## src/rtl/core/gda_pkg.sv

```systemverilog
// Shared definitions for the Gregorian date arithmetic pipeline:
// field widths, operation and status codes, calendar constants, reciprocals
// for the constant divisions, month tables. No dependencies.
package gda_pkg;

    // Field widths
    localparam int OP_W     = 3;
    localparam int YEAR_W   = 14;
    localparam int MONTH_W  = 4;
    localparam int DAY_W    = 5;
    localparam int AMOUNT_W = 23;
    localparam int DN_W     = 22;
    localparam int WDAY_W   = 3;
    localparam int YDAY_W   = 9;
    localparam int STATUS_W = 2;

    // Calendar limits
    localparam int unsigned DN_MAX     = 3652058;   // 9999-12-31
    localparam int unsigned YEAR_MAX   = 9999;
    localparam int unsigned MONTHS_MAX = 119999;    // 9999 * 12 + 11

    // Day counts of the Gregorian cycles
    localparam int unsigned DAYS_400Y = 146097;
    localparam int unsigned DAYS_100Y = 36524;
    localparam int unsigned DAYS_4Y   = 1461;
    localparam int unsigned DAYS_1Y   = 365;

    // Constant division by reciprocal: q = (x * K) >> S, with
    // S = input bits + ceil(log2(divisor)), exact over the whole input range.
    localparam int S_DIV100    = 21;   // 14-bit input
    localparam int S_DIV400    = 23;   // 14-bit input
    localparam int S_DIV12     = 21;   // 17-bit input
    localparam int S_DIV146097 = 40;   // 22-bit input
    localparam int S_DIV1461   = 27;   // 16-bit input
    localparam int S_DIV7      = 25;   // 22-bit input

    localparam logic [14:0] K_DIV100 =
        15'(((64'd1 << S_DIV100) + 64'd99) / 64'd100);
    localparam logic [14:0] K_DIV400 =
        15'(((64'd1 << S_DIV400) + 64'd399) / 64'd400);
    localparam logic [17:0] K_DIV12 =
        18'(((64'd1 << S_DIV12) + 64'd11) / 64'd12);
    localparam logic [22:0] K_DIV146097 =
        23'(((64'd1 << S_DIV146097) + 64'd146096) / 64'd146097);
    localparam logic [16:0] K_DIV1461 =
        17'(((64'd1 << S_DIV1461) + 64'd1460) / 64'd1461);
    localparam logic [22:0] K_DIV7 =
        23'(((64'd1 << S_DIV7) + 64'd6) / 64'd7);

    typedef enum logic [OP_W-1:0] {
        OP_ADD_DAYS   = 3'd0,
        OP_ADD_MONTHS = 3'd1,
        OP_ADD_YEARS  = 3'd2,
        OP_FROM_DN    = 3'd3,
        OP_QUERY      = 3'd4
    } op_t;

    typedef enum logic [STATUS_W-1:0] {
        ST_OK      = 2'd0,
        ST_INVALID = 2'd1,
        ST_RANGE   = 2'd2
    } status_t;

    // Item handed from the date-to-day-number front to the back end
    typedef struct packed {
        status_t          status;
        logic [DN_W-1:0]  dn;
    } dn_item_t;

    // Length of a month; zero for a month code outside 1..12
    function automatic logic [DAY_W-1:0] month_days(input logic [MONTH_W-1:0] m,
                                                    input logic leap);
        logic [DAY_W-1:0] len;
        unique case (m)
            4'd1, 4'd3, 4'd5, 4'd7, 4'd8, 4'd10, 4'd12: len = 5'd31;
            4'd4, 4'd6, 4'd9, 4'd11:                    len = 5'd30;
            4'd2:                                       len = leap ? 5'd29 : 5'd28;
            default:                                    len = 5'd0;
        endcase
        return len;
    endfunction

    // Days of the year that lie before the first of month m
    function automatic logic [YDAY_W-1:0] cum_before(input logic [MONTH_W-1:0] m,
                                                    input logic leap);
        logic [YDAY_W-1:0] days;
        unique case (m)
            4'd1:    days = 9'd0;
            4'd2:    days = 9'd31;
            4'd3:    days = 9'd59;
            4'd4:    days = 9'd90;
            4'd5:    days = 9'd120;
            4'd6:    days = 9'd151;
            4'd7:    days = 9'd181;
            4'd8:    days = 9'd212;
            4'd9:    days = 9'd243;
            4'd10:   days = 9'd273;
            4'd11:   days = 9'd304;
            4'd12:   days = 9'd334;
            default: days = 9'd0;
        endcase
        if (leap && m > 4'd2)
        begin
            days = days + 9'd1;
        end
        return days;
    endfunction

endpackage

```

## src/rtl/core/gda_if.sv

```systemverilog
// Valid/ready channel interfaces of the date arithmetic block:
// command items in, result items out.
// Depends on gda_pkg for the field widths.
interface gda_cmd_if import gda_pkg::*; ();
    logic                       valid;
    logic                       ready;
    logic [OP_W-1:0]            op;
    logic [YEAR_W-1:0]          year;
    logic [MONTH_W-1:0]         month;
    logic [DAY_W-1:0]           day;
    logic signed [AMOUNT_W-1:0] amount;

    modport source (output valid, op, year, month, day, amount, input ready);
    modport sink   (input valid, op, year, month, day, amount, output ready);
endinterface

interface gda_res_if import gda_pkg::*; ();
    logic                valid;
    logic                ready;
    logic [YEAR_W-1:0]   out_year;
    logic [MONTH_W-1:0]  out_month;
    logic [DAY_W-1:0]    out_day;
    logic [DN_W-1:0]     day_number;
    logic [WDAY_W-1:0]   weekday;
    logic [YDAY_W-1:0]   year_day;
    logic [STATUS_W-1:0] status;

    modport source (output valid, out_year, out_month, out_day, day_number,
                    weekday, year_day, status, input ready);
    modport sink   (input valid, out_year, out_month, out_day, day_number,
                    weekday, year_day, status, output ready);
endinterface

```

## src/rtl/core/gda_dn2date.sv

```systemverilog
// Back end of the date pipeline: day number to year/month/day, weekday and
// day of year, eight register stages ending in the output register.
// Depends on gda_pkg and gda_res_if.
module gda_dn2date import gda_pkg::*; (
    input  logic       clk,
    input  logic       rst_n,
    input  logic       up_valid,
    output logic       up_ready,
    input  dn_item_t   up_item,
    gda_res_if.source  res
);

    typedef struct packed {
        status_t     status;
        logic [21:0] dn;
        logic [21:0] x1;     // dn + 1, for the weekday
        logic [4:0]  n400;
        logic [19:0] q7;
    } bs1_t;

    typedef struct packed {
        status_t     status;
        logic [21:0] dn;
        logic [2:0]  wd;
        logic [4:0]  n400;
        logic [17:0] r400;
    } bs2_t;

    typedef struct packed {
        status_t     status;
        logic [21:0] dn;
        logic [2:0]  wd;
        logic [4:0]  n400;
        logic [1:0]  n100;
        logic [15:0] r100;
    } bs3_t;

    typedef struct packed {
        status_t     status;
        logic [21:0] dn;
        logic [2:0]  wd;
        logic [4:0]  n400;
        logic [1:0]  n100;
        logic [15:0] r100;
        logic [4:0]  n4;
    } bs4_t;

    typedef struct packed {
        status_t     status;
        logic [21:0] dn;
        logic [2:0]  wd;
        logic [4:0]  n400;
        logic [1:0]  n100;
        logic [4:0]  n4;
        logic [10:0] r4;
    } bs5_t;

    typedef struct packed {
        status_t     status;
        logic [21:0] dn;
        logic [2:0]  wd;
        logic [4:0]  n400;
        logic [1:0]  n100;
        logic [4:0]  n4;
        logic [1:0]  n1;
        logic [8:0]  r1;     // day of year, from zero
        logic        leap;
    } bs6_t;

    typedef struct packed {
        status_t     status;
        logic [21:0] dn;
        logic [2:0]  wd;
        logic [13:0] year;
        logic [3:0]  month;
        logic [8:0]  r1;
        logic        leap;
    } bs7_t;

    typedef struct packed {
        logic [13:0] out_year;
        logic [3:0]  out_month;
        logic [4:0]  out_day;
        logic [21:0] day_number;
        logic [2:0]  weekday;
        logic [8:0]  year_day;
        status_t     status;
    } bs8_t;

    bs1_t b1_reg, b1_next;
    bs2_t b2_reg, b2_next;
    bs3_t b3_reg, b3_next;
    bs4_t b4_reg, b4_next;
    bs5_t b5_reg, b5_next;
    bs6_t b6_reg, b6_next;
    bs7_t b7_reg, b7_next;
    bs8_t b8_reg, b8_next;

    logic v1_reg, v2_reg, v3_reg, v4_reg, v5_reg, v6_reg, v7_reg, v8_reg;
    logic adv1, adv2, adv3, adv4, adv5, adv6, adv7, adv8;

    // A stage loads when it is empty or its successor loads
    assign adv8     = !v8_reg || res.ready;
    assign adv7     = !v7_reg || adv8;
    assign adv6     = !v6_reg || adv7;
    assign adv5     = !v5_reg || adv6;
    assign adv4     = !v4_reg || adv5;
    assign adv3     = !v3_reg || adv4;
    assign adv2     = !v2_reg || adv3;
    assign adv1     = !v1_reg || adv2;
    assign up_ready = adv1;

    // Stage 1: 400-year cycles and weekday quotient
    always_comb
    begin
        logic [44:0] p400;
        logic [44:0] p7;
        logic [21:0] x1;
        x1             = up_item.dn + 22'd1;
        p400           = 45'(up_item.dn) * 45'(K_DIV146097);
        p7             = 45'(x1) * 45'(K_DIV7);
        b1_next.status = up_item.status;
        b1_next.dn     = up_item.dn;
        b1_next.x1     = x1;
        b1_next.n400   = p400[44:40];
        b1_next.q7     = p7[44:25];
    end

    // Stage 2: remainder in the 400-year cycle, weekday
    always_comb
    begin
        b2_next.status = b1_reg.status;
        b2_next.dn     = b1_reg.dn;
        b2_next.n400   = b1_reg.n400;
        b2_next.r400   = 18'(b1_reg.dn - 22'(b1_reg.n400) * 22'(DAYS_400Y));
        b2_next.wd     = 3'(b1_reg.x1 - 22'(b1_reg.q7) * 22'd7);
    end

    // Stage 3: centuries (the last one of a cycle is a day longer)
    always_comb
    begin
        logic [1:0] n100;
        priority if (b2_reg.r400 >= 18'(3 * DAYS_100Y))
        begin
            n100 = 2'd3;
        end
        else if (b2_reg.r400 >= 18'(2 * DAYS_100Y))
        begin
            n100 = 2'd2;
        end
        else if (b2_reg.r400 >= 18'(DAYS_100Y))
        begin
            n100 = 2'd1;
        end
        else
        begin
            n100 = 2'd0;
        end
        b3_next.status = b2_reg.status;
        b3_next.dn     = b2_reg.dn;
        b3_next.wd     = b2_reg.wd;
        b3_next.n400   = b2_reg.n400;
        b3_next.n100   = n100;
        b3_next.r100   = 16'(b2_reg.r400 - 18'(n100) * 18'(DAYS_100Y));
    end

    // Stage 4: 4-year groups
    always_comb
    begin
        logic [32:0] p4;
        p4             = 33'(b3_reg.r100) * 33'(K_DIV1461);
        b4_next.status = b3_reg.status;
        b4_next.dn     = b3_reg.dn;
        b4_next.wd     = b3_reg.wd;
        b4_next.n400   = b3_reg.n400;
        b4_next.n100   = b3_reg.n100;
        b4_next.r100   = b3_reg.r100;
        b4_next.n4     = p4[31:27];
    end

    // Stage 5: remainder in the 4-year group
    always_comb
    begin
        b5_next.status = b4_reg.status;
        b5_next.dn     = b4_reg.dn;
        b5_next.wd     = b4_reg.wd;
        b5_next.n400   = b4_reg.n400;
        b5_next.n100   = b4_reg.n100;
        b5_next.n4     = b4_reg.n4;
        b5_next.r4     = 11'(b4_reg.r100 - 16'(b4_reg.n4) * 16'(DAYS_4Y));
    end

    // Stage 6: single years, day of year and leap flag
    always_comb
    begin
        logic [1:0] n1;
        priority if (b5_reg.r4 >= 11'(3 * DAYS_1Y))
        begin
            n1 = 2'd3;
        end
        else if (b5_reg.r4 >= 11'(2 * DAYS_1Y))
        begin
            n1 = 2'd2;
        end
        else if (b5_reg.r4 >= 11'(DAYS_1Y))
        begin
            n1 = 2'd1;
        end
        else
        begin
            n1 = 2'd0;
        end
        b6_next.status = b5_reg.status;
        b6_next.dn     = b5_reg.dn;
        b6_next.wd     = b5_reg.wd;
        b6_next.n400   = b5_reg.n400;
        b6_next.n100   = b5_reg.n100;
        b6_next.n4     = b5_reg.n4;
        b6_next.n1     = n1;
        b6_next.r1     = 9'(b5_reg.r4 - 11'(n1) * 11'(DAYS_1Y));
        // fourth year of a group, unless it closes a non-leap century
        b6_next.leap   = (n1 == 2'd3) && ((b5_reg.n4 != 5'd24) || (b5_reg.n100 == 2'd3));
    end

    // Stage 7: year number and month search
    always_comb
    begin
        logic [3:0] mon;
        mon = 4'd1;
        for (int k = 2; k <= 12; k++)
        begin
            if (b6_reg.r1 >= cum_before(4'(k), b6_reg.leap))
            begin
                mon = 4'(k);
            end
        end
        b7_next.status = b6_reg.status;
        b7_next.dn     = b6_reg.dn;
        b7_next.wd     = b6_reg.wd;
        b7_next.year   = 14'(b6_reg.n400) * 14'd400 + 14'(b6_reg.n100) * 14'd100
                       + 14'({b6_reg.n4, 2'b00}) + 14'(b6_reg.n1) + 14'd1;
        b7_next.month  = mon;
        b7_next.r1     = b6_reg.r1;
        b7_next.leap   = b6_reg.leap;
    end

    // Stage 8: day of month; fields read zero on any error
    always_comb
    begin
        logic ok;
        ok                 = (b7_reg.status == ST_OK);
        b8_next.status     = b7_reg.status;
        b8_next.out_year   = ok ? b7_reg.year : 14'd0;
        b8_next.out_month  = ok ? b7_reg.month : 4'd0;
        b8_next.out_day    = ok ? 5'(b7_reg.r1 - cum_before(b7_reg.month, b7_reg.leap)
                                     + 9'd1) : 5'd0;
        b8_next.day_number = ok ? b7_reg.dn : 22'd0;
        b8_next.weekday    = ok ? b7_reg.wd : 3'd0;
        b8_next.year_day   = ok ? b7_reg.r1 + 9'd1 : 9'd0;
    end

    // Valid bits
    always_ff @(posedge clk or negedge rst_n)
    begin
        if (!rst_n)
        begin
            v1_reg <= 1'b0;
            v2_reg <= 1'b0;
            v3_reg <= 1'b0;
            v4_reg <= 1'b0;
            v5_reg <= 1'b0;
            v6_reg <= 1'b0;
            v7_reg <= 1'b0;
            v8_reg <= 1'b0;
        end
        else
        begin
            if (adv1) v1_reg <= up_valid;
            if (adv2) v2_reg <= v1_reg;
            if (adv3) v3_reg <= v2_reg;
            if (adv4) v4_reg <= v3_reg;
            if (adv5) v5_reg <= v4_reg;
            if (adv6) v6_reg <= v5_reg;
            if (adv7) v7_reg <= v6_reg;
            if (adv8) v8_reg <= v7_reg;
        end
    end

    // Payload registers
    always_ff @(posedge clk)
    begin
        if (adv1) b1_reg <= b1_next;
        if (adv2) b2_reg <= b2_next;
        if (adv3) b3_reg <= b3_next;
        if (adv4) b4_reg <= b4_next;
        if (adv5) b5_reg <= b5_next;
        if (adv6) b6_reg <= b6_next;
        if (adv7) b7_reg <= b7_next;
        if (adv8) b8_reg <= b8_next;
    end

    assign res.valid      = v8_reg;
    assign res.out_year   = b8_reg.out_year;
    assign res.out_month  = b8_reg.out_month;
    assign res.out_day    = b8_reg.out_day;
    assign res.day_number = b8_reg.day_number;
    assign res.weekday    = b8_reg.weekday;
    assign res.year_day   = b8_reg.year_day;
    assign res.status     = b8_reg.status;

endmodule

```

## src/rtl/core/gregorian_date_arithmetic.sv

```systemverilog
// Gregorian date arithmetic, top level: validation, month/year shift with
// day clamp, date to day number and day offset, then the gda_dn2date back end.
// Depends on gda_pkg, gda_cmd_if, gda_res_if and gda_dn2date.
//
//   channel  dir  modport  payload
//   cmd      in   sink     op, year, month, day, amount
//   res      out  source   out_year, out_month, out_day, day_number,
//                          weekday, year_day, status
//
// Fifteen register stages: seven here, eight in the back end, the last being
// the output register. One item enters per cycle while res does not stall.
// Each stage has its own valid bit and loads when empty or when the next
// stage loads, so a stall at res holds every item in place and bubbles close.
// Reset (rst_n, asynchronous) clears the valid bits only.
module gregorian_date_arithmetic import gda_pkg::*; (
    input  logic       clk,
    input  logic       rst_n,
    gda_cmd_if.sink    cmd,
    gda_res_if.source  res
);

    typedef struct packed {
        logic        is_days;
        logic        is_mon;
        logic        is_dn;
        logic [13:0] year;
        logic [3:0]  month;
        logic [4:0]  day;
        logic [22:0] amount;
        logic        base_ok;
        logic        amt_ok;
        logic [7:0]  yq100;
        logic [27:0] total;    // months since year 0, two's complement
    } fs1_t;

    typedef struct packed {
        logic        is_days;
        logic        is_mon;
        logic        is_dn;
        logic [13:0] year;
        logic [3:0]  month;
        logic [4:0]  day;
        logic [22:0] amount;
        logic        amt_ok;
        logic        in_ok;
        logic        leap_in;
        logic        mon_ok;
        logic [16:0] total;
        logic [13:0] ry;
    } fs2_t;

    typedef struct packed {
        logic        is_days;
        logic        is_mon;
        logic        is_dn;
        logic [13:0] year;
        logic [3:0]  month;
        logic [4:0]  day;
        logic [22:0] amount;
        logic        leap_in;
        logic [13:0] ry;
        logic [3:0]  rm;
        logic [7:0]  ryq100;
        status_t     status;
    } fs3_t;

    typedef struct packed {
        logic        is_days;
        logic        is_dn;
        logic [22:0] amount;
        status_t     status;
        logic [13:0] cy;
        logic [3:0]  cm;
        logic [4:0]  cd;
        logic        cleap;
    } fs4_t;

    typedef struct packed {
        logic        is_days;
        logic        is_dn;
        logic [22:0] amount;
        status_t     status;
        logic [21:0] base;
        logic [11:0] q4;
        logic [7:0]  q100;
        logic [5:0]  q400;
        logic [8:0]  doy0;
    } fs5_t;

    typedef struct packed {
        logic        is_days;
        logic        is_dn;
        logic [22:0] amount;
        status_t     status;
        logic [21:0] dn_date;
    } fs6_t;

    fs1_t     s1_reg, s1_next;
    fs2_t     s2_reg, s2_next;
    fs3_t     s3_reg, s3_next;
    fs4_t     s4_reg, s4_next;
    fs5_t     s5_reg, s5_next;
    fs6_t     s6_reg, s6_next;
    dn_item_t s7_reg, s7_next;

    logic v1_reg, v2_reg, v3_reg, v4_reg, v5_reg, v6_reg, v7_reg;
    logic adv1, adv2, adv3, adv4, adv5, adv6, adv7;
    logic back_ready;

    // Stage advance chain
    assign adv7      = !v7_reg || back_ready;
    assign adv6      = !v6_reg || adv7;
    assign adv5      = !v5_reg || adv6;
    assign adv4      = !v4_reg || adv5;
    assign adv3      = !v3_reg || adv4;
    assign adv2      = !v2_reg || adv3;
    assign adv1      = !v1_reg || adv2;
    assign cmd.ready = adv1;

    // Stage 1: decode, field range checks, target month count, year / 100
    always_comb
    begin
        logic        is_years;
        logic [27:0] amt_ext;
        logic [27:0] amt_x12;
        logic [27:0] yr_x12;
        logic [28:0] p100;
        is_years        = (cmd.op == OP_ADD_YEARS);
        amt_ext         = {{5{cmd.amount[22]}}, cmd.amount};
        amt_x12         = (amt_ext << 3) + (amt_ext << 2);
        yr_x12          = 28'({cmd.year, 3'd0}) + 28'({cmd.year, 2'd0});
        p100            = 29'(cmd.year) * 29'(K_DIV100);
        s1_next.is_days = (cmd.op == OP_ADD_DAYS);
        s1_next.is_mon  = (cmd.op == OP_ADD_MONTHS) || is_years;
        s1_next.is_dn   = (cmd.op == OP_FROM_DN);
        s1_next.year    = cmd.year;
        s1_next.month   = cmd.month;
        s1_next.day     = cmd.day;
        s1_next.amount  = cmd.amount;
        s1_next.base_ok = (cmd.year >= 14'd1) && (cmd.year <= 14'(YEAR_MAX))
                       && (cmd.month >= 4'd1) && (cmd.month <= 4'd12)
                       && (cmd.day >= 5'd1);
        s1_next.amt_ok  = !cmd.amount[22] && (cmd.amount[21:0] <= 22'(DN_MAX));
        s1_next.yq100   = p100[28:21];
        s1_next.total   = yr_x12 + 28'(cmd.month) - 28'd1
                        + (is_years ? amt_x12 : amt_ext);
    end

    // Stage 2: leap year and day check of the input date, target year
    always_comb
    begin
        logic [13:0] yr100;
        logic        leap;
        logic [34:0] p12;
        yr100 = 14'({s1_reg.yq100, 6'd0}) + 14'({s1_reg.yq100, 5'd0})
              + 14'({s1_reg.yq100, 2'd0});
        leap  = (s1_reg.year[1:0] == 2'd0)
             && ((s1_reg.year != yr100) || (s1_reg.yq100[1:0] == 2'd0));
        p12   = 35'(s1_reg.total[16:0]) * 35'(K_DIV12);
        s2_next.is_days = s1_reg.is_days;
        s2_next.is_mon  = s1_reg.is_mon;
        s2_next.is_dn   = s1_reg.is_dn;
        s2_next.year    = s1_reg.year;
        s2_next.month   = s1_reg.month;
        s2_next.day     = s1_reg.day;
        s2_next.amount  = s1_reg.amount;
        s2_next.amt_ok  = s1_reg.amt_ok;
        s2_next.in_ok   = s1_reg.base_ok
                       && (s1_reg.day <= month_days(s1_reg.month, leap));
        s2_next.leap_in = leap;
        s2_next.mon_ok  = !s1_reg.total[27] && (s1_reg.total[26:0] >= 27'd12)
                       && (s1_reg.total[26:0] <= 27'(MONTHS_MAX));
        s2_next.total   = s1_reg.total[16:0];
        s2_next.ry      = p12[34:21];
    end

    // Stage 3: target month, target year / 100, status so far
    always_comb
    begin
        logic [16:0] ry12;
        logic [28:0] p100;
        status_t     st;
        ry12 = 17'({s2_reg.ry, 3'd0}) + 17'({s2_reg.ry, 2'd0});
        p100 = 29'(s2_reg.ry) * 29'(K_DIV100);
        priority if (s2_reg.is_dn)
        begin
            st = s2_reg.amt_ok ? ST_OK : ST_RANGE;
        end
        else if (!s2_reg.in_ok)
        begin
            st = ST_INVALID;
        end
        else if (s2_reg.is_mon && !s2_reg.mon_ok)
        begin
            st = ST_RANGE;
        end
        else
        begin
            st = ST_OK;
        end
        s3_next.is_days = s2_reg.is_days;
        s3_next.is_mon  = s2_reg.is_mon;
        s3_next.is_dn   = s2_reg.is_dn;
        s3_next.year    = s2_reg.year;
        s3_next.month   = s2_reg.month;
        s3_next.day     = s2_reg.day;
        s3_next.amount  = s2_reg.amount;
        s3_next.leap_in = s2_reg.leap_in;
        s3_next.ry      = s2_reg.ry;
        s3_next.rm      = 4'(s2_reg.total - ry12 + 17'd1);
        s3_next.ryq100  = p100[28:21];
        s3_next.status  = st;
    end

    // Stage 4: clamp the day to the target month, pick the date to convert
    always_comb
    begin
        logic [13:0] ry100;
        logic        leap_m;
        logic [4:0]  lim;
        logic [4:0]  rd;
        ry100  = 14'({s3_reg.ryq100, 6'd0}) + 14'({s3_reg.ryq100, 5'd0})
               + 14'({s3_reg.ryq100, 2'd0});
        leap_m = (s3_reg.ry[1:0] == 2'd0)
              && ((s3_reg.ry != ry100) || (s3_reg.ryq100[1:0] == 2'd0));
        lim    = month_days(s3_reg.rm, leap_m);
        rd     = (s3_reg.day > lim) ? lim : s3_reg.day;
        s4_next.is_days = s3_reg.is_days;
        s4_next.is_dn   = s3_reg.is_dn;
        s4_next.amount  = s3_reg.amount;
        s4_next.status  = s3_reg.status;
        s4_next.cy      = s3_reg.is_mon ? s3_reg.ry : s3_reg.year;
        s4_next.cm      = s3_reg.is_mon ? s3_reg.rm : s3_reg.month;
        s4_next.cd      = s3_reg.is_mon ? rd : s3_reg.day;
        s4_next.cleap   = s3_reg.is_mon ? leap_m : s3_reg.leap_in;
    end

    // Stage 5: terms of the day number of the chosen date
    always_comb
    begin
        logic [13:0] ym1;
        logic [28:0] p100;
        logic [28:0] p400;
        ym1  = s4_reg.cy - 14'd1;
        p100 = 29'(ym1) * 29'(K_DIV100);
        p400 = 29'(ym1) * 29'(K_DIV400);
        s5_next.is_days = s4_reg.is_days;
        s5_next.is_dn   = s4_reg.is_dn;
        s5_next.amount  = s4_reg.amount;
        s5_next.status  = s4_reg.status;
        s5_next.base    = 22'(ym1) * 22'(DAYS_1Y);
        s5_next.q4      = ym1[13:2];
        s5_next.q100    = p100[28:21];
        s5_next.q400    = p400[28:23];
        s5_next.doy0    = cum_before(s4_reg.cm, s4_reg.cleap) + 9'(s4_reg.cd) - 9'd1;
    end

    // Stage 6: day number of the chosen date
    always_comb
    begin
        s6_next.is_days = s5_reg.is_days;
        s6_next.is_dn   = s5_reg.is_dn;
        s6_next.amount  = s5_reg.amount;
        s6_next.status  = s5_reg.status;
        s6_next.dn_date = s5_reg.base + 22'(s5_reg.q4) - 22'(s5_reg.q100)
                        + 22'(s5_reg.q400) + 22'(s5_reg.doy0);
    end

    // Stage 7: day offset or direct day number, final range check
    always_comb
    begin
        logic [23:0] amt24;
        logic [23:0] date24;
        logic [23:0] sum;
        logic        bad;
        amt24  = {s6_reg.amount[22], s6_reg.amount};
        date24 = {2'b00, s6_reg.dn_date};
        priority if (s6_reg.is_dn)
        begin
            sum = amt24;
        end
        else if (s6_reg.is_days)
        begin
            sum = date24 + amt24;
        end
        else
        begin
            sum = date24;
        end
        bad            = sum[23] || (sum[22:0] > 23'(DN_MAX));
        s7_next.status = ((s6_reg.status == ST_OK) && bad) ? ST_RANGE : s6_reg.status;
        s7_next.dn     = sum[21:0];
    end

    // Valid bits
    always_ff @(posedge clk or negedge rst_n)
    begin
        if (!rst_n)
        begin
            v1_reg <= 1'b0;
            v2_reg <= 1'b0;
            v3_reg <= 1'b0;
            v4_reg <= 1'b0;
            v5_reg <= 1'b0;
            v6_reg <= 1'b0;
            v7_reg <= 1'b0;
        end
        else
        begin
            if (adv1) v1_reg <= cmd.valid;
            if (adv2) v2_reg <= v1_reg;
            if (adv3) v3_reg <= v2_reg;
            if (adv4) v4_reg <= v3_reg;
            if (adv5) v5_reg <= v4_reg;
            if (adv6) v6_reg <= v5_reg;
            if (adv7) v7_reg <= v6_reg;
        end
    end

    // Payload registers
    always_ff @(posedge clk)
    begin
        if (adv1) s1_reg <= s1_next;
        if (adv2) s2_reg <= s2_next;
        if (adv3) s3_reg <= s3_next;
        if (adv4) s4_reg <= s4_next;
        if (adv5) s5_reg <= s5_next;
        if (adv6) s6_reg <= s6_next;
        if (adv7) s7_reg <= s7_next;
    end

    // Day number to date, weekday and day of year
    gda_dn2date u_dn2date (
        .clk      (clk),
        .rst_n    (rst_n),
        .up_valid (v7_reg),
        .up_ready (back_ready),
        .up_item  (s7_reg),
        .res      (res)
    );

endmodule
```

## src/flat_wrapper.sv

```systemverilog
// flat-port wrapper written by rule: the top's interface ports become plain ports
module gregorian_date_arithmetic_flat import gda_pkg::*;
  (clk, rst_n, cmd_valid, cmd_op, cmd_year, cmd_month, cmd_day, cmd_amount, cmd_ready, res_valid, res_out_year, res_out_month, res_out_day, res_day_number, res_weekday, res_year_day, res_status, res_ready);
  gda_cmd_if cmd_i ();
  gda_res_if res_i ();
  input  logic clk;
  input  logic rst_n;
  input wire logic [$bits(cmd_i.valid)-1:0] cmd_valid;
  input wire logic [$bits(cmd_i.op)-1:0] cmd_op;
  input wire logic [$bits(cmd_i.year)-1:0] cmd_year;
  input wire logic [$bits(cmd_i.month)-1:0] cmd_month;
  input wire logic [$bits(cmd_i.day)-1:0] cmd_day;
  input wire logic [$bits(cmd_i.amount)-1:0] cmd_amount;
  output wire logic [$bits(cmd_i.ready)-1:0] cmd_ready;
  output wire logic [$bits(res_i.valid)-1:0] res_valid;
  output wire logic [$bits(res_i.out_year)-1:0] res_out_year;
  output wire logic [$bits(res_i.out_month)-1:0] res_out_month;
  output wire logic [$bits(res_i.out_day)-1:0] res_out_day;
  output wire logic [$bits(res_i.day_number)-1:0] res_day_number;
  output wire logic [$bits(res_i.weekday)-1:0] res_weekday;
  output wire logic [$bits(res_i.year_day)-1:0] res_year_day;
  output wire logic [$bits(res_i.status)-1:0] res_status;
  input wire logic [$bits(res_i.ready)-1:0] res_ready;
  assign cmd_i.valid = cmd_valid;
  assign cmd_i.op = cmd_op;
  assign cmd_i.year = cmd_year;
  assign cmd_i.month = cmd_month;
  assign cmd_i.day = cmd_day;
  assign cmd_i.amount = cmd_amount;
  assign cmd_ready = cmd_i.ready;
  assign res_valid = res_i.valid;
  assign res_out_year = res_i.out_year;
  assign res_out_month = res_i.out_month;
  assign res_out_day = res_i.out_day;
  assign res_day_number = res_i.day_number;
  assign res_weekday = res_i.weekday;
  assign res_year_day = res_i.year_day;
  assign res_status = res_i.status;
  assign res_i.ready = res_ready;
  gregorian_date_arithmetic u_core (.clk(clk), .rst_n(rst_n), .cmd(cmd_i), .res(res_i));
endmodule
```

## config.mk

```make
export PLATFORM = sky130hd
export DESIGN_NAME = gregorian_date_arithmetic_flat
export DESIGN_NICKNAME = d
export VERILOG_FILES = /design/src/rtl/core/gda_pkg.sv /design/src/rtl/core/gda_if.sv /design/src/rtl/core/gda_dn2date.sv /design/src/rtl/core/gregorian_date_arithmetic.sv /design/src/flat_wrapper.sv
export SDC_FILE = /design/constraint.sdc
export NUM_CORES = 2
export LEC_CHECK = 0
export BUFFER_PORTS_ARGS = -buffer_cell sky130_fd_sc_hd__buf_2
export CAP_MARGIN = 15
export CORE_MARGIN = 4
export CORE_UTILIZATION = 53
export DETAILED_ROUTE_END_ITERATION = 8
export GPL_TIMING_DRIVEN = 0
export PLACE_DENSITY_LB_ADDON = 0.1
export SKIP_LAST_GASP = 1
export SYNTH_ARGS = -nofsm -noshare
export SYNTH_HDL_FRONTEND = slang
export SYNTH_HIERARCHICAL = 1
export SYNTH_SLANG_ARGS = --single-unit
```

## constraint.sdc

```tcl
create_clock -name clk -period 15.6 [get_ports clk]
set_clock_uncertainty 0.05 [all_clocks]
set_input_delay 2.34 -clock clk [delete_from_list [all_inputs] [get_ports clk]]
set_output_delay 2.34 -clock clk [all_outputs]
set_load 0.03 [all_outputs]
```

==> metrics.md <==
| Metric | Value |
|---|---|
| Cells after Synth | 6378 |
| EDFF count, synth | 838 |
| First-pass GRT wire length | 244 mm |
| RSZ-0062 raised after global routing | no |
| Final period demand of the worst path | 10240 ps |
| Drt total wl | 147 mm |
| Synth unique cells | 90 |
| Crit path max-delay family | simple AND/OR/NAND/NOR gates |
| Final worst setup slack | 5360 ps |
| CP required | 13210 ps |
| Fin cells | 8557 |
| Syn_area_per_cell | 11.8 um^2 |
| Detailed Routing Iterations Pass 1 | 8 |
| Hold Crit Class | reg2reg |
| Number of flip-flops in the largest register | 87 |
| Hold-fix buffers, CTS | 0 |
| CP max stage cell | nor2_1 |
| H-tree levels | 3 |
| Crit path max fanout | 35 |
| Routability congestion estimate | 0.877 |
| Max_slew headroom | 0.347 |
| FMAX | 97.7 MHz |
| Die Wd | 385 um |
| Syn. warnings | 6 |
| Post-Syn Area | 75200 um^2 |
| Clock Sink Count | 862 |
| Clock Path Buffers | 3 |
| Clk slew on worst S/H paths | 60 ps |
| Final HPWL DP | 122 mm |
| Post_cts resized | 0 |
| Cell Chain, Critical Path | buf_2, nor2b_1, and2_1, and3_1, nand3_2, buf_12, inv_1, nand3_2, buf_16, nor2b_1, nand3_4, nor2_1, nand4_1, buf_8, buf_8, buf_2 |
| Fraction of layout cells with a size suffix above 1 | 0.0590 |
| RR Endpoint | u_core/s5_reg[22] |
| Antenna violations before repair | 1 |
| Worst reg-to-reg setup slack | 7320 ps |
| Worst Max-Slew Pin Slew | 972 ps |
| Total die area | 148000 um^2 |
| Synth async-reset ratio | 0.0174 |
| Nets | 8706 |
| Initial Util | 0.536 |
| Vias | 43900 |
| CORE AREA | 140000 um^2 |
| Slew Limit Fails | 0 |
| Most frequent cells in the layout | inv_1, ha_1, edfxtp_1 |
| WL/cell | 17.1 um |
| Top FF cell, synth | edfxtp_1 |
| Num ports | 114 |
| CTS tree | yes |
| Depth of the worst register-to-register path | 27 |
| Residual DRC | 0 |
| Total of max-cap violations | 0 |
| Crit start category | primary input |
| Vias/cell | 5.13 |
| Diodes inserted | 0 |
| CP Class | in2out |
| Cts bufs inserted | 93 |
| Hold path cells | 0 |
| Syn Nets | 8478 |
| Commonest non-fill, non-tap cell in the layout | inv_1 |
| ANT nets after route | 0 |
| Die Y | 385 um |
| P&R area growth vs syn | 8.52% |
| Crit path capture type | output port |
| Gr usage total | 0.207 |
| IO Port Bufs | 113 |
| Place WS | 5220 ps |
| Initial DRC Count | 1920 |
| Seq cells post-synth | 862 |
| Hold path start | u_core/u_dn2date/b2_reg[32] |
| Cell taking the most area after synthesis | edfxtp_1 |
| Status | complete, no violations |
| # setup viols final | 0 |
| WP buf/inv | 7 |
| Tcrit/Tclk final | 0.656 |
| R2r startpoint | u_core/s4_reg[10] |
| Leading cell types by total area after synthesis | edfxtp_1, ha_1, fa_1 |
| Arr. time, crit path | 7850 ps |
| Number of global-route vias before repair | 46800 |
| Post-CTS setup buffers | 0 |
| Largest net degree at the start of global routing | 53 |
| Slowest Stage Delay on Critical Path | 690 ps |
| Hold Vio Cnt, Final | 0 |
| Post-synth top area share | 0.335 |
| DP Cell Count | 8387 |
| Seq/Total Area, Yosys | 0.342 |
| Grt ovf | 0 |
| Hold endpoint | u_core/u_dn2date/b3_reg[32] |
| Clock latency on the worst-skew pair | 670 ps |
| CTS Root Buffer Type | clkbuf_16 |
| Core Rows | 137 |
worst register-to-register path, cell delays in order (launching register included):
cell and delay, ps:
edfxtp_1 470, inv_1 370, ha_1 270, nand2_1 100
nor4_1 610, nand2_1 140, xor2_1 690, inv_1 320
ha_1 460, inv_1 110, fa_1 540, fa_1 540
inv_1 50, fa_1 480, inv_1 60, fa_1 540
inv_1 40, ha_1 300, a21o_1 180, a211o_1 300
a311o_1 330, o21ai_0 110, nor3_1 120, nor2_1 170
a211o_1 190, o21bai_1 100, a21oi_1 190, xnor2_1 240
worst max path at each step:
stage / startpoint / end / depth (start not counted)
floorplan: res_ready / cmd_ready / 10
global placement: res_ready / cmd_ready / 12
detailed placement: res_ready / cmd_ready / 16
CTS: res_ready / cmd_ready / 16
global route: res_ready / cmd_ready / 16
finish: res_ready / cmd_ready / 16
layer usage:
metal | GRT usage | wire length [um] | vias up
li1 | - | - | 21700
met5 | 0 | 0 | -
met2 | 0.377 | 75700 | 560
met3 | 0.0215 | 4260 | 158
met4 | 0.0511 | 3450 | 0
met1 | 0.265 | 63100 | 21400
stage by stage:
step / hold slack, ps / utilization / instance area, um^2 / TNS, ps
after global placement: 351 / 0.557 / 78100 / -203130
after floorplan: 350 / - / 75200 / 0
final: 339 / 0.582 / 81600 / 0
after detailed placement: 355 / 0.560 / 78500 / 0
after global routing: 339 / 0.582 / 81600 / 0
after CTS: 335 / 0.582 / 81600 / 0
cell type report:
type | count | area [um^2]
clock inverter | 61 | 613
tap | 1876 | 2350
fill | 11700 | 58600
inverter | 1521 | 5710
timing repair buffer | 133 | 958
buffer | 36 | 136
clock buffer | 109 | 2430
sequential | 862 | 25700
multi-input combinational | 3959 | 43700
kinds of logic (layout without fill, tap and decap cells):
logic type,Yosys count,in the layout,share of synthesized area
adders and majority gates,2047,2047,0.415
AOI/OAI and AO/OA,749,749,0.0665
muxes,46,46,0.00702
and+or+nand+nor,769,769,0.0509
buffers and inverters,1557,1860,0.0778
DFF,862,862,0.342
xor gates and xnor gates,348,348,0.0405
cell usage after synthesis (18+ instances only):
| cell type | number |
|---|---|
| or2_2 | 21 |
| o21bai_1 | 37 |
| o21a_1 | 30 |
| a21oi_1 | 216 |
| nor3_1 | 48 |
| clkbuf_1 | 32 |
| nand2b_1 | 37 |
| nor2b_1 | 42 |
| o211ai_1 | 18 |
| edfxtp_1 | 838 |
| nor2_1 | 180 |
| nand3_1 | 83 |
| o21ai_0 | 152 |
| xnor2_1 | 249 |
| a21o_1 | 101 |
| and3_1 | 27 |
| inv_1 | 1520 |
| fa_1 | 746 |
| a31oi_1 | 23 |
| and2_1 | 59 |
| nand2_1 | 182 |
| mux2_2 | 30 |
| a211oi_1 | 23 |
| ha_1 | 1301 |
| nand4_1 | 30 |
| xor2_1 | 99 |
Power is left out: the tool's default activity adds up to more than one toggle a clock period on the data nets, which glitch-free logic cannot reach.
